File: config.mk
export PLATFORM = sky130hd
export DESIGN_NAME = luhn_card_number_classifier
export DESIGN_NICKNAME = d
export VERILOG_FILES = /design/src/hw/rtl/luhn_pkg.sv /design/src/hw/rtl/luhn_card_number_classifier.sv
export SDC_FILE = /design/constraint.sdc
export NUM_CORES = 1
export LEC_CHECK = 0
export BUFFER_PORTS_ARGS = -buffer_cell sky130_fd_sc_hd__buf_2
export CORE_UTILIZATION = 40
export CTS_BUF_LIST = sky130_fd_sc_hd__clkbuf_16
export CTS_CLUSTER_SIZE = 10
export DETAILED_ROUTE_END_ITERATION = 16
export PLACE_DENSITY = 0.56
export SLEW_MARGIN = 40
export SYNTH_ARGS = -nofsm -noshare
export SYNTH_HDL_FRONTEND = slang
export SYNTH_SLANG_ARGS = --single-unit
File: constraint.sdc
create_clock -name clock -period 12.55 [get_ports clock]
set_input_delay 0 -clock clock [delete_from_list [all_inputs] [get_ports clock]]
set_output_delay 0 -clock clock [all_outputs]
set_load 0.005 [all_outputs]
File: src/hw/rtl/luhn_pkg.sv
// shared constants and types for the luhn card number classifier
`timescale 1ns / 1ps
`default_nettype none
package luhn_pkg;

   // input and result field widths
   localparam int NUM_WIDTH   = 63;
   localparam int KIND_WIDTH  = 2;
   localparam int COUNT_WIDTH = 5;

   // bcd working register: nineteen decimal digits
   localparam int DIGITS      = 19;
   localparam int BCD_WIDTH   = DIGITS * 4;
   localparam int BIT_CNT_W   = $clog2(NUM_WIDTH);
   localparam int DIG_CNT_W   = $clog2(DIGITS);

   localparam logic [BIT_CNT_W-1:0] LAST_BIT   = BIT_CNT_W'(NUM_WIDTH - 1);
   localparam logic [DIG_CNT_W-1:0] LAST_DIGIT = DIG_CNT_W'(DIGITS - 1);

   // allowed lengths
   localparam logic [COUNT_WIDTH-1:0] LEN_SHORT = 5'd13;
   localparam logic [COUNT_WIDTH-1:0] LEN_MID   = 5'd15;
   localparam logic [COUNT_WIDTH-1:0] LEN_LONG  = 5'd16;

   // leading digit patterns
   localparam logic [3:0] LEAD_FOUR     = 4'd4;
   localparam logic [3:0] LEAD_THREE    = 4'd3;
   localparam logic [3:0] SECOND_FOUR   = 4'd4;
   localparam logic [3:0] SECOND_SEVEN  = 4'd7;
   localparam logic [3:0] LEAD_FIVE     = 4'd5;
   localparam logic [3:0] SECOND_LOW    = 4'd1;
   localparam logic [3:0] SECOND_HIGH   = 4'd5;

   // card kind codes
   typedef enum logic [KIND_WIDTH-1:0] {
      KIND_NONE   = 2'd0,
      KIND_FOUR   = 2'd1,
      KIND_THREES = 2'd2,
      KIND_FIVES  = 2'd3
   } kind_type;

   // sequencer states, one-hot
   typedef enum logic [3:0] {
      ST_IDLE = 4'b0001,
      ST_CONV = 4'b0010,
      ST_SCAN = 4'b0100,
      ST_DONE = 4'b1000
   } state_type;

endpackage
`default_nettype wire

File: src/hw/rtl/luhn_card_number_classifier.sv
// luhn checksum and prefix classifier for a binary card number
// sequence: 63 conversion steps of a shift-and-add-3 unit, one bit per cycle, then 19
//   digit scan steps and one classify step; busy is high from the accepting edge until
//   the sequencer is idle again, and no new start is accepted meanwhile
// the result is shown for one cycle on rsp_valid; the receiver cannot stall
// reset (synchronous, active high) returns the sequencer to idle and drops rsp_valid
`timescale 1ns / 1ps
`default_nettype none
module luhn_card_number_classifier (
   input  wire logic                               clock,
   input  wire logic                               reset,
   input  wire logic                               start,
   output logic                                    busy,
   input  wire logic [luhn_pkg::NUM_WIDTH-1:0]     req_card_number,
   output logic                                    rsp_valid,
   output logic [luhn_pkg::KIND_WIDTH-1:0]         rsp_card_kind,
   output logic                                    rsp_checksum_ok,
   output logic [luhn_pkg::COUNT_WIDTH-1:0]        rsp_digit_count
);
   import luhn_pkg::*;

   state_type                state_ff, state_in;
   logic [NUM_WIDTH-1:0]     bin_ff, bin_in;
   logic [BCD_WIDTH-1:0]     bcd_ff, bcd_in;
   logic [BIT_CNT_W-1:0]     bit_cnt_ff, bit_cnt_in;
   logic [DIG_CNT_W-1:0]     dig_cnt_ff, dig_cnt_in;
   logic [3:0]               sum_ff, sum_in;
   logic [3:0]               prev_ff, prev_in;
   logic [3:0]               top1_ff, top1_in;
   logic [3:0]               top2_ff, top2_in;
   logic [COUNT_WIDTH-1:0]   count_ff, count_in;
   logic                     rsp_valid_ff, rsp_valid_in;
   kind_type                 kind_ff, kind_in;
   logic                     ok_ff, ok_in;
   logic [COUNT_WIDTH-1:0]   rsp_count_ff, rsp_count_in;

   logic [BCD_WIDTH-1:0]     bcd_adj;
   logic [3:0]               digit;
   logic [4:0]               dbl;
   logic [3:0]               addend;
   logic [4:0]               sum_raw;
   logic                     sum_ok;
   logic                     len_ok;

   // add-3 correction on every bcd digit of five or more before the shift
   always_comb begin
      logic [3:0] d;
      bcd_adj = bcd_ff;
      for (int i = 0; i < DIGITS; i++) begin
         d = bcd_ff[i*4 +: 4];
         if (d >= 4'd5) begin
            bcd_adj[i*4 +: 4] = d + 4'd3;
         end
      end
   end

   // luhn contribution of the lowest bcd digit
   always_comb begin
      digit = bcd_ff[3:0];
      dbl   = {digit, 1'b0};
      if (dig_cnt_ff[0]) begin
         addend = (dbl >= 5'd10) ? 4'(dbl - 5'd9) : dbl[3:0];
      end else begin
         addend = digit;
      end
      sum_raw = {1'b0, sum_ff} + {1'b0, addend};
   end

   assign sum_ok = (sum_ff == 4'd0);
   assign len_ok = (count_ff == LEN_SHORT) || (count_ff == LEN_MID) || (count_ff == LEN_LONG);

   // sequencer and datapath
   always_comb begin
      state_in     = state_ff;
      bin_in       = bin_ff;
      bcd_in       = bcd_ff;
      bit_cnt_in   = bit_cnt_ff;
      dig_cnt_in   = dig_cnt_ff;
      sum_in       = sum_ff;
      prev_in      = prev_ff;
      top1_in      = top1_ff;
      top2_in      = top2_ff;
      count_in     = count_ff;
      rsp_valid_in = 1'b0;
      kind_in      = kind_ff;
      ok_in        = ok_ff;
      rsp_count_in = rsp_count_ff;
      unique case (state_ff)
         ST_IDLE: begin
            if (start) begin
               bin_in     = req_card_number;
               bcd_in     = '0;
               bit_cnt_in = '0;
               state_in   = ST_CONV;
            end
         end
         ST_CONV: begin
            // one binary bit into the bcd register per cycle
            bcd_in     = {bcd_adj[BCD_WIDTH-2:0], bin_ff[NUM_WIDTH-1]};
            bin_in     = {bin_ff[NUM_WIDTH-2:0], 1'b0};
            bit_cnt_in = bit_cnt_ff + 1'b1;
            if (bit_cnt_ff == LAST_BIT) begin
               dig_cnt_in = '0;
               sum_in     = '0;
               prev_in    = '0;
               top1_in    = '0;
               top2_in    = '0;
               count_in   = '0;
               state_in   = ST_SCAN;
            end
         end
         ST_SCAN: begin
            // one digit per cycle from the least significant end
            sum_in  = (sum_raw >= 5'd10) ? 4'(sum_raw - 5'd10) : sum_raw[3:0];
            prev_in = digit;
            if (digit != 4'd0) begin
               count_in = COUNT_WIDTH'(dig_cnt_ff) + 1'b1;
               top1_in  = digit;
               top2_in  = prev_ff;
            end
            bcd_in     = {4'd0, bcd_ff[BCD_WIDTH-1:4]};
            dig_cnt_in = dig_cnt_ff + 1'b1;
            if (dig_cnt_ff == LAST_DIGIT) begin
               state_in = ST_DONE;
            end
         end
         ST_DONE: begin
            // classify by checksum, length and leading digits
            kind_in = KIND_NONE;
            if (sum_ok && len_ok) begin
               priority if (((count_ff == LEN_SHORT) || (count_ff == LEN_LONG))
                            && (top1_ff == LEAD_FOUR)) begin
                  kind_in = KIND_FOUR;
               end else if ((count_ff == LEN_MID) && (top1_ff == LEAD_THREE)
                            && ((top2_ff == SECOND_FOUR) || (top2_ff == SECOND_SEVEN))) begin
                  kind_in = KIND_THREES;
               end else if ((count_ff == LEN_LONG) && (top1_ff == LEAD_FIVE)
                            && (top2_ff >= SECOND_LOW) && (top2_ff <= SECOND_HIGH)) begin
                  kind_in = KIND_FIVES;
               end else begin
                  kind_in = KIND_NONE;
               end
            end
            ok_in        = sum_ok;
            rsp_count_in = count_ff;
            rsp_valid_in = 1'b1;
            state_in     = ST_IDLE;
         end
         default: begin
            state_in = ST_IDLE;
         end
      endcase
   end

   // control registers
   always_ff @(posedge clock) begin
      if (reset) begin
         state_ff     <= ST_IDLE;
         rsp_valid_ff <= 1'b0;
      end else begin
         state_ff     <= state_in;
         rsp_valid_ff <= rsp_valid_in;
      end
   end

   // payload registers
   always_ff @(posedge clock) begin
      bin_ff       <= bin_in;
      bcd_ff       <= bcd_in;
      bit_cnt_ff   <= bit_cnt_in;
      dig_cnt_ff   <= dig_cnt_in;
      sum_ff       <= sum_in;
      prev_ff      <= prev_in;
      top1_ff      <= top1_in;
      top2_ff      <= top2_in;
      count_ff     <= count_in;
      kind_ff      <= kind_in;
      ok_ff        <= ok_in;
      rsp_count_ff <= rsp_count_in;
   end

   // outputs
   assign busy            = (state_ff != ST_IDLE);
   assign rsp_valid       = rsp_valid_ff;
   assign rsp_card_kind   = kind_ff;
   assign rsp_checksum_ok = ok_ff;
   assign rsp_digit_count = rsp_count_ff;

endmodule
`default_nettype wire
==> results.cfg <==
[route]
vias_per_cell = 4.96
dr.pass1.iters = 4
drt_iter0_drc = 528
drtAntennaViolNets = 0
drcViolationCount = 0
wl_per_cell_microns = 13.8
drt_wl_total_mm = 18.7
vias = 6722

[clocking]
cts_sinks = 184
cts_max_path_buffers = 2
ctsHoldBuffers = 65
post_cts_buffers = 0
htree_num_levels = 4
cts_tree = yes
clk_pin_slew_ns = 0.07
cts-buffers-inserted = 17
post_cts_resized = 0
root_buffer = clkbuf_16
clk_latency_ns = 0.43

[critical_path]
critPathMaxFanout = 6
end_kind = flip-flop
cp.arrival_ns = 4.00
worstPathCellList = inv_1 -> ha_1 -> nand2b_1 -> a21oi_1 -> mux2_2 -> o21ai_0 -> ha_1 -> xnor2_2 -> inv_1 -> ha_1 -> o31ai_1 -> a221o_1 -> or3_1 -> a21oi_2
critPathLaunchType = flip-flop
critPathKind = flip-flop to flip-flop
critPathTopFamily = compound AO/OA/AOI/OAI gates
critical_path.most_common_cell = ha_1
critical_path.max_stage_delay_ns = 0.41
path_buf_inv = 2
cp.required_ns = 12.83
cp_slowest_cell = edfxtp_1

[synth]
synth-edff-count = 179
synth-async-reset-ratio = 0
synth-warning-count = 0
synth_nets = 1010
avgSynthCellArea_sq_um = 10.5
netlist_area_sq_um = 9430
synth_cells = 896
synth_cell_types = 49
synth-main-ff-cell = edfxtp_1
ys_seq_area_frac = 0.580
synth_seq_cells = 184

[die]
die_h_microns = 156
core_area_sq_um = 22900
placementRows = 55
die_x_microns = 156
start_util = 0.412
io_pins = 76
fp.dieArea_sq_um = 24200

[timing]
slew_headroom = 0.515
rsz0062_at_grt = no
period_minus_slack_ns = 3.71
setup_violations = 0
fin_crit_sh = 0.296
slew_viol_final = 0
tightest_slew_ns = 0.727
fin_setup_tns_ns = 0
fin_skew_ns = 0.0117
clock.fmax_ghz = 0.269
hold_viol = 0

[placed_design]
portBuffers = 75
dp_hpwl_mm = 11.5
globalplace.congestion = 0.771

[pwr]
peakVddDrop_mv = 0.0684
power.density_nw_per_um2 = 145
power_leakage_nw = 4.36

[finish]
final_common_cell = nand2_1
post-route-util = 0.496
drive_above_1_share = 0.122
diodes = 0
nets = 1143
layout_common_cells = 233 x nand2_1, 179 x edfxtp_1, 75 x buf_2, 65 x a21oi_1, 65 x dlygate4sd3_1
syn2layout_area_growth_pct = 20.6

[global_route]
grtUsageTotal = 0.160
grt-ovfl-total = 0
grt_pass1_wl_mm = 31.0
antenna_found_initial = 0
grt_pass1_vias = 6523
grt_max_degree = 80

[worst_hold_path]
hold_path.class = primary input to flip-flop

[run]
maxCapViolations = 0

[status]
outcome = finished clean
[Yosys cell counts (15+ instances only)]
cell,number,share of area
a21oi_1,65,0.034
nor2_1,43,0.017
nor3b_1,21,0.017
buf_2,15,0.0080
o21ai_0,55,0.029
o22ai_1,20,0.013
nand2b_1,22,0.015
edfxtp_1,179,0.57
ha_1,47,0.062
nand2_1,235,0.094
inv_1,44,0.018
xnor2_1,21,0.019
xor2_1,20,0.019
[state kept, by name, indices dropped and copies added (netlist names)]
name	count
dig_cnt_ff	5
top2_ff	4
sum_ff	4
bin_ff	63
count_ff	5
rsp_card_kind	2
state_ff	4
bit_cnt_ff	6
rsp_digit_count	5
bcd_ff	76
rsp_valid	1
rsp_checksum_ok	1
prev_ff	4
top1_ff	4
[tightest hold or removal path: stages]
cell and delay (ns):
dlygate4sd3_1 0.52, buf_2 0.15, nor2b_1 0.05
[report_power, final]
group / switching, mW / leakage (nW) / internal (mW)
combinational: 0.184 / 2.32 / 0.136
sequential: 0.0488 / 1.77 / 0.762
clock: 0.251 / 0.271 / 0.263
[final timing paths]
| check | slack (ns) | start | end | depth (start not counted) |
|---|---|---|---|---|
| hold reg to reg | 0.49 | count_ff[2]$_DFFE_PP_ | rsp_digit_count[2]$_DFFE_PP_ | 0 |
| hold / removal | 0.35 | reset | rsp_valid$_SDFF_PP0_ | 3 |
| setup reg to reg | 8.84 | bcd_ff[1]$_DFFE_PP_ | sum_ff[1]$_SDFFCE_PP0P_ | 14 |
| setup / recovery | 8.84 | bcd_ff[1]$_DFFE_PP_ | sum_ff[1]$_SDFFCE_PP0P_ | 14 |
[stage by stage]
step,power (mW),setup WS [ns],hold WS [ns],instance area [sq um],std cells
after floorplan,1.05,6.85,0.0716,9430,896
after detailed placement,1.13,8.88,0.247,10100,1257
after global routing,1.74,8.61,0.361,11400,1355
after global placement,1.12,9.02,0.245,10100,1257
final,1.64,8.84,0.348,11400,1355
after CTS,1.66,8.85,0.328,11400,1354
[logic make-up after synthesis]
group / after synthesis / synth area share
AO/OA/AOI/OAI: 177 / 0.107
AND/OR/NAND/NOR: 365 / 0.172
buffers and inverters: 78 / 0.0342
flip-flops: 184 / 0.580
adder cells (fa/ha/maj): 48 / 0.0645
XOR/XNOR: 42 / 0.0398
multiplexers: 2 / 0.00225
[area by class of cell]
type / count / area [sq um]
Clock buffer: 17 / 425
Clock inverter: 15 / 134
Fill cell: 2133 / 11500
Inverter: 44 / 165
Multi-Input combinational cell: 634 / 3680
Sequential cell: 184 / 5480
Tap cell: 313 / 392
Timing Repair Buffer: 148 / 1100
[metal layers]
metal | routed length (microns) | track usage | up-vias
met4 | 258 | 0.0523 | 0
li1 | - | - | 3417
met5 | 0 | 0 | -
met1 | 8820 | 0.208 | 3193
met3 | 466 | 0.0283 | 21
met2 | 9160 | 0.270 | 91
Note: power is estimated with default switching activity, not from simulation.
